`src/sv/pfv_pkg.sv`:
```
// Shared constants and types of the polygon fan vertex generator.
package pfv_pkg;

  localparam int unsigned IdxW       = 11;
  localparam int unsigned CornerW    = 11;
  localparam int unsigned MinCorners = 3;
  localparam int unsigned MaxCorners = 1024;
  localparam int unsigned PhaseBits  = 16;
  localparam int unsigned QuoW       = PhaseBits + 1;
  localparam int unsigned RemW       = CornerW + 1;
  localparam int unsigned AngW       = 30;
  localparam int unsigned AccW       = 32;
  localparam int unsigned PosW       = 16;
  localparam int unsigned ColW       = 8;

  localparam logic [33:0] PiQ32 = 34'h3_243F_6A88;

  typedef enum logic [1:0] {
    QuadFirst,
    QuadSecond,
    QuadThird,
    QuadFourth
  } quad_e;

  typedef struct packed {
    logic            centre;
    quad_e           quad;
    logic            swap;
    logic [ColW-1:0] red;
    logic [ColW-1:0] green;
    logic [ColW-1:0] blue;
  } side_t;

  typedef struct packed {
    logic [AngW-1:0] t;
    logic [AngW-1:0] c;
    logic [AngW-1:0] a2;
    logic [AccW-1:0] sacc;
    logic [AccW-1:0] cacc;
  } trig_t;

endpackage

```
`src/sv/pfv_phase.sv`:
```
// Pipelined corner modulo and phase division, one restoring step per stage.
module pfv_phase import pfv_pkg::*; (
  input  logic                 clk_i,
  input  logic                 rst_ni,
  input  logic [CornerW-1:0]   corners_i,
  input  logic                 in_valid_i,
  output logic                 in_ready_o,
  input  logic [IdxW-1:0]      idx_i,
  output logic                 out_valid_o,
  input  logic                 out_ready_i,
  output logic [PhaseBits-1:0] phase_o,
  output logic                 centre_o
);

  localparam int unsigned ModSteps  = IdxW;
  localparam int unsigned NumStages = 1 + ModSteps + QuoW;

  logic [NumStages-1:0] valid_q;
  logic [NumStages-1:0] valid_in;
  logic [NumStages:0]   en;
  logic [NumStages-1:0] centre_q;
  logic [NumStages-1:0] centre_in;

  logic [IdxW-1:0]    num_q   [ModSteps];
  logic [CornerW-1:0] mrem_q  [ModSteps];
  logic [CornerW-1:0] mrem_d  [ModSteps];
  logic [CornerW:0]   mtrial  [ModSteps];

  logic [RemW-1:0]    frem_q  [QuoW];
  logic [RemW-1:0]    frem_d  [QuoW];
  logic [RemW:0]      ftrial  [QuoW];
  logic [QuoW-1:0]    quo_q   [QuoW];
  logic [QuoW-1:0]    quo_d   [QuoW];
  logic [QuoW-1:0]    quo_prev[QuoW];

  logic [QuoW-1:0] cbits;
  logic [RemW:0]   div2;
  logic [CornerW:0] div1;

  assign cbits = QuoW'(corners_i);
  assign div2  = {1'b0, corners_i, 1'b0};
  assign div1  = {1'b0, corners_i};

  assign en[NumStages] = out_ready_i;
  for (genvar j = 0; j < NumStages; j++) begin : g_en
    assign en[j] = !valid_q[j] || en[j+1];
  end

  assign valid_in  = {valid_q[NumStages-2:0], in_valid_i};
  assign centre_in = {centre_q[NumStages-2:0], idx_i == '0};

  for (genvar s = 0; s < ModSteps; s++) begin : g_mstep
    if (s == 0) begin : g_first
      assign mtrial[s] = {{CornerW{1'b0}}, num_q[s][ModSteps-1-s]};
    end else begin : g_next
      assign mtrial[s] = {mrem_q[s-1], num_q[s][ModSteps-1-s]};
    end
    assign mrem_d[s] = (mtrial[s] >= div1) ? CornerW'(mtrial[s] - div1)
                                           : CornerW'(mtrial[s]);
  end

  for (genvar f = 0; f < QuoW; f++) begin : g_fstep
    if (f == 0) begin : g_first
      assign ftrial[f]   = {1'b0, mrem_q[ModSteps-1], cbits[QuoW-1-f]};
      assign quo_prev[f] = '0;
    end else begin : g_next
      assign ftrial[f]   = {frem_q[f-1], cbits[QuoW-1-f]};
      assign quo_prev[f] = quo_q[f-1];
    end
    assign frem_d[f] = (ftrial[f] >= div2) ? RemW'(ftrial[f] - div2) : RemW'(ftrial[f]);
    assign quo_d[f]  = {quo_prev[f][QuoW-2:0], ftrial[f] >= div2};
  end

  always_ff @(posedge clk_i or negedge rst_ni) begin
    if (!rst_ni) begin
      valid_q <= '0;
    end else begin
      for (int j = 0; j < NumStages; j++) begin
        if (en[j]) begin
          valid_q[j] <= valid_in[j];
        end
      end
    end
  end

  always_ff @(posedge clk_i) begin
    for (int j = 0; j < NumStages; j++) begin
      if (en[j]) begin
        centre_q[j] <= centre_in[j];
      end
    end
    if (en[0]) begin
      num_q[0] <= IdxW'(idx_i - 1'b1);
    end
    for (int s = 1; s < ModSteps; s++) begin
      if (en[s]) begin
        num_q[s] <= num_q[s-1];
      end
    end
    for (int s = 0; s < ModSteps; s++) begin
      if (en[s+1]) begin
        mrem_q[s] <= mrem_d[s];
      end
    end
    for (int f = 0; f < QuoW; f++) begin
      if (en[ModSteps+1+f]) begin
        frem_q[f] <= frem_d[f];
        quo_q[f]  <= quo_d[f];
      end
    end
  end

  assign in_ready_o  = en[0];
  assign out_valid_o = valid_q[NumStages-1];
  assign phase_o     = quo_q[QuoW-1][PhaseBits-1:0];
  assign centre_o    = centre_q[NumStages-1];

endmodule

```
`config.mk`:
```
export PLATFORM = sky130hd
export DESIGN_NAME = pfv_phase
export DESIGN_NICKNAME = d
export VERILOG_FILES = /design/src/sv/pfv_pkg.sv /design/src/sv/pfv_phase.sv
export SDC_FILE = /design/constraint.sdc
export NUM_CORES = 1
export LEC_CHECK = 0
export ABC_CLOCK_PERIOD_IN_PS = 4300
export BUFFER_PORTS_ARGS = -buffer_cell sky130_fd_sc_hd__buf_4
export CAP_MARGIN = 20
export CORE_UTILIZATION = 45
export DETAILED_ROUTE_END_ITERATION = 16
export GPL_TIMING_DRIVEN = 0
export SYNTH_ARGS = -nofsm -noshare
export SYNTH_HDL_FRONTEND = slang
export SYNTH_SLANG_ARGS = --single-unit
export TNS_END_PERCENT = 30
```
`constraint.sdc`:
```
create_clock -name clk_i -period 4.3 [get_ports clk_i]
set_input_delay 1.29 -clock clk_i [delete_from_list [all_inputs] [get_ports clk_i]]
set_output_delay 1.29 -clock clk_i [all_outputs]
set_load 0.02 [all_outputs]
```
After elaboration in Yosys (flattened, before gate mapping) --
Memory sizes are Yosys's and may differ from the RTL's. Index checks and enable logic that the tools add are counted.
Storage, ports and cells: register bits 58, latch bits 0, memory bits (writable) 735, ROM bits 0, input bits 26, word-level logic and storage cells 264, memories kept 4
Memories:
- quo_q | depth 17, bits a word 17, read ports 17, clocked after memory_dff 0, write ports 17, RTL line pfv_phase.sv:32 | logic [QuoW-1:0] quo_q [QuoW];
- frem_q | depth 17, bits a word 12, read ports 16, clocked after memory_dff 0, write ports 17, RTL line pfv_phase.sv:29 | logic [RemW-1:0] frem_q [QuoW];
- mrem_q | depth 11, bits a word 11, read ports 11, clocked after memory_dff 0, write ports 11, RTL line pfv_phase.sv:25 | logic [CornerW-1:0] mrem_q [ModSteps];
- num_q | depth 11, bits a word 11, read ports 11, clocked after memory_dff 0, write ports 11, RTL line pfv_phase.sv:24 | logic [IdxW-1:0] num_q [ModSteps];
Cells by class: add/sub/neg operators 29, multiply operators 0, div/mod/pow operators 0, order comparisons 28, equal/unequal tests 0, shift operators 0, muxes and demuxes 86, bitwise operators 0, reduce and logical (&&, ||, !) cells 59
Operators by type and width (count):
- $ge 13x12->1 | 16
- $mux 12 | 17
- $sub 12x12->12 | 17
- $mux 11 | 11
- $ge 12x11->1 | 10
- $sub 11x11->11 | 10
- $mux 1 | 58
- $logic_not 1->1 | 29
- $logic_or 1x1->1 | 29
- $ge 12x12->1 | 1
- $ge 1x11->1 | 1
- $logic_not 11->1 | 1
- $sub 1x11->11 | 1
- $sub 11x1->11 const B | 1

Longest topological paths before layout --
depth in word-level cells 32, gate-level depth with buffers 12, mapped depth without buffers 10

Worst setup path after synthesis --
OpenSTA, ideal clock, no wires.
path type input-to-output, start input out_ready_i, end output in_ready_o, data arrival time 3.236 ns, slack -0.226 ns, stages 7, buffers on the path 1, cells stage by stage and3b_2 nand4_4 nor3_2 and4_1 buf_4 and3_1 nand3_1
On the way: cells in the longest elaborated chain, start to end 29
RTL lines:
- start, declared | RTL line pfv_phase.sv:10 | input logic out_ready_i,
- $logic_or 1x1->1 (7 in series) | RTL line pfv_phase.sv:46 | assign en[j] = !valid_q[j] || en[j+1];
- via en[22] | RTL line pfv_phase.sv:20 | logic [NumStages:0] en;
- $logic_or 1x1->1 (22 in series) | RTL line pfv_phase.sv:46
- end, declared | RTL line pfv_phase.sv:7 | output logic in_ready_o,
The timed path passes the listed nets, and every way through them passes these cells.

Worst setup path after layout --
Same ends and word-level chain as after synthesis.

==> qor.csv <==
metric,value,unit
cts_made_buffers,61,
yosys.area.top_type,edfxtp_1,
path_clk_slew,0.06,ns
wire_per_inst,19.0,um
setup_viol,0,
grt_first_pass_wirelength,119,mm
instances_no_fill,3935,
synthCells,2804,
route.detailed.drc,0,
grt_pass1_vias,22600,
gp_congestion,0.875,
crit_fanout,10,
rsz0062_at_grt,yes,
path_class,in2out,
synth.most_common_cell,edfxtp_1,
fin_crit_sh,0.994,
wl,74.9,mm
worst_slack,0.0253,ns
drive_above_1_share,0.115,
tightest_slew,1.11,ns
cts_tree,built,
cp-endpoint,in_ready_o,
fin_crit,4.27,ns
status,"complete, no violations",
fp-row-count,98,
htree_num_levels,2,
syn_area_per_cell,11.7,um^2
worstPathRequired,3.01,ns
drt_iter0_markers,1532,
crit_start,out_ready_i,
numPortBuffers,44,
r2r_cells,9,
maxSlewHeadroom,0.257,
fin_tns_setup,0,ns
synth_seq_area_share,0.515,
clk_latency,0.66,ns
routed_via_density,5.66,
ys_async_sr_fraction,0.0511,
postRouteAntennaNets,0,
syn_area,32800,um^2
die_h,272,um
core_area,71700,um^2
syn_nets,3154,
cp.arrival,2.98,ns
max-clock-path-buffers,3,
postLayoutCoreUtil,0.513,
ys_seq_elements,567,
synthTopCellsByCount,"edfxtp_1 (538), ha_1 (298), nand2_1 (232), a21oi_1 (214), o21ai_0 (209)",
grt_use_total,0.202,
synthDistinctLibCells,78,
rr_endpoint,frem_q[0][137]$_DFFE_PP_,
hold_path_class,reg2reg,
io-pin-count,45,
fmax,0.234,GHz
synth.area.top_cells,"edfxtp_1 (49%), ha_1 (11%), a21oi_1 (3.3%)",
yosysWarningCount,0,
root_buffer,clkbuf_16,
fin_worst_skew,0.0515,ns
nets,3282,
synth_top_flop_cell,edfxtp_1,
hold_ws,0.371,ns
place_ws,-0.969,ns
regToRegStartpoint,frem_q[0][120]$_DFFE_PP_,
vias,22300,
synth_top_cell_area_share,0.493,
start_kind,input port,
drv_slew,0,
synth_edf_count,538,
peakVddDrop,362,uV
grt-ovfl-total,0,
maxCapViolCount,0,
dp_hpwl,53.0,mm
die-area,73900,um^2
dr.pass1.iters,5,
initial_core_util,0.457,
die-width,272,um
p_leak,14.9,nW
cts_sinks,567,
antenna_found_initial,0,
hold_viol_final,0,
end_kind,output pin,
syn2layout_area_growth,12.3,%
pwr_density_cell,713,nW/um^2
grt_max_degree,35,
placedCellCount,3811,
r2r_setup_slack,1.33,ns
num_antenna_cells,0,
fill_cells,6187,
kinds of logic (layout without fill, tap and decap cells):
group | Yosys count | after routing | synth area share
mux | 94 | 94 | 0.0320
flops | 567 | 567 | 0.515
xor+xnor | 189 | 189 | 0.0505
fa+ha+maj | 324 | 324 | 0.130
compound gates | 720 | 720 | 0.138
simple gates | 735 | 736 | 0.111
buf+inv | 175 | 355 | 0.0239
cells in the final DEF, fill, tap and decap left out, drive strengths merged, types with 11 or more instances in the layout:
cell / instances
o21ai: 225
nor3: 33
o211a: 11
nor4: 12
ha: 298
nor2: 163
dfrtp: 29
nor2b: 59
mux2: 81
inv: 139
xnor2: 115
o21a: 35
mux2i: 13
nand2: 232
xor2: 74
o31ai: 29
edfxtp: 538
or3: 12
o221ai: 13
o41ai: 12
a211oi: 15
a21o: 53
nand2b: 63
fa: 26
a31oi: 30
buf: 97
nand3: 45
a21oi: 220
nand4: 49
a211o: 11
or2: 18
clkbuf: 83
clkinv: 27
stage by stage:
stage                     power (W)  instance area [um^2]
after floorplan              0.0180                 32800
final                        0.0262                 36800
after global placement       0.0203                 34300
after CTS                    0.0263                 36700
after detailed placement     0.0207                 34500
after global routing         0.0280                 36800
power by group:
part           switching, W  leakage, nW  internal, W
Sequential         0.000956         5.99      0.00882
Clock               0.00222         1.02      0.00316
Combinational       0.00613         7.83      0.00495
Total               0.00930         14.9       0.0169
state kept, by name, indices dropped and copies added (netlist names):
| register | flops |
|---|---|
| centre_q | 29 |
| frem_q | 186 |
| mrem_q | 121 |
| num_q | 66 |
| quo_q | 136 |
| valid_q | 29 |
layout make-up:
cell class / count / area (um^2) / area share
plain buffers: 35 / 258 / 0.00701
clock buffers: 81 / 1660 / 0.0452
clock inverters: 35 / 435 / 0.0118
inverters: 140 / 526 / 0.0143
multi-input cells: 2063 / 15100 / 0.411
flip-flops and latches: 567 / 16900 / 0.459
well taps: 950 / 1190 / 0.0323
repair buffers: 64 / 697 / 0.0189
metal layers:
metal / GRT usage / up-vias / routed length, um
met5: 0 / - / 0
met3: 0.0271 / 145 / 3330
met4: 0.0633 / 0 / 2000
met1: 0.264 / 10800 / 33600
li1: - / 10800 / -
met2: 0.348 / 524 / 36000
worst max-delay path: stages:
cell and delay [ns]:
buf_4 0.11, and3b_2 0.31, nand4_4 0.13, nor3_4 0.21, and4_1 0.22, buf_4 0.18, and3_4 0.24, nand3_4 0.11
buf_4 0.18
worst min-delay path by stage:
stage / startpoint / endpoint / slack (ns) / cells past startpoint
2_1_floorplan: centre_q[9]$_DFFE_PP_ / centre_q[10]$_DFFE_PP_ / 0.40 / 0
3_3_place_gp: quo_q[0][221]$_DFFE_PP_ / quo_q[0][239]$_DFFE_PP_ / 0.40 / 0
3_5_place_dp: num_q[6][0]$_DFFE_PP_ / num_q[7][0]$_DFFE_PP_ / 0.40 / 0
4_1_cts: quo_q[0][85]$_DFFE_PP_ / quo_q[0][103]$_DFFE_PP_ / 0.36 / 0
5_1_grt: quo_q[0][85]$_DFFE_PP_ / quo_q[0][103]$_DFFE_PP_ / 0.38 / 0
6_report: quo_q[0][85]$_DFFE_PP_ / quo_q[0][103]$_DFFE_PP_ / 0.37 / 0
timing repair:
| action | 4_1_cts | 5_1_grt |
|---|---|---|
| resized for setup | 3 | 1 |
| setup buffers | 4 | 0 |
| hold buffers | 0 | 0 |
| endpoints found under the setup margin | 1 | 5 |
| cloned | 1 | 0 |
| pin swaps | 3 | 0 |
Power figures use the tool's default switching activity.
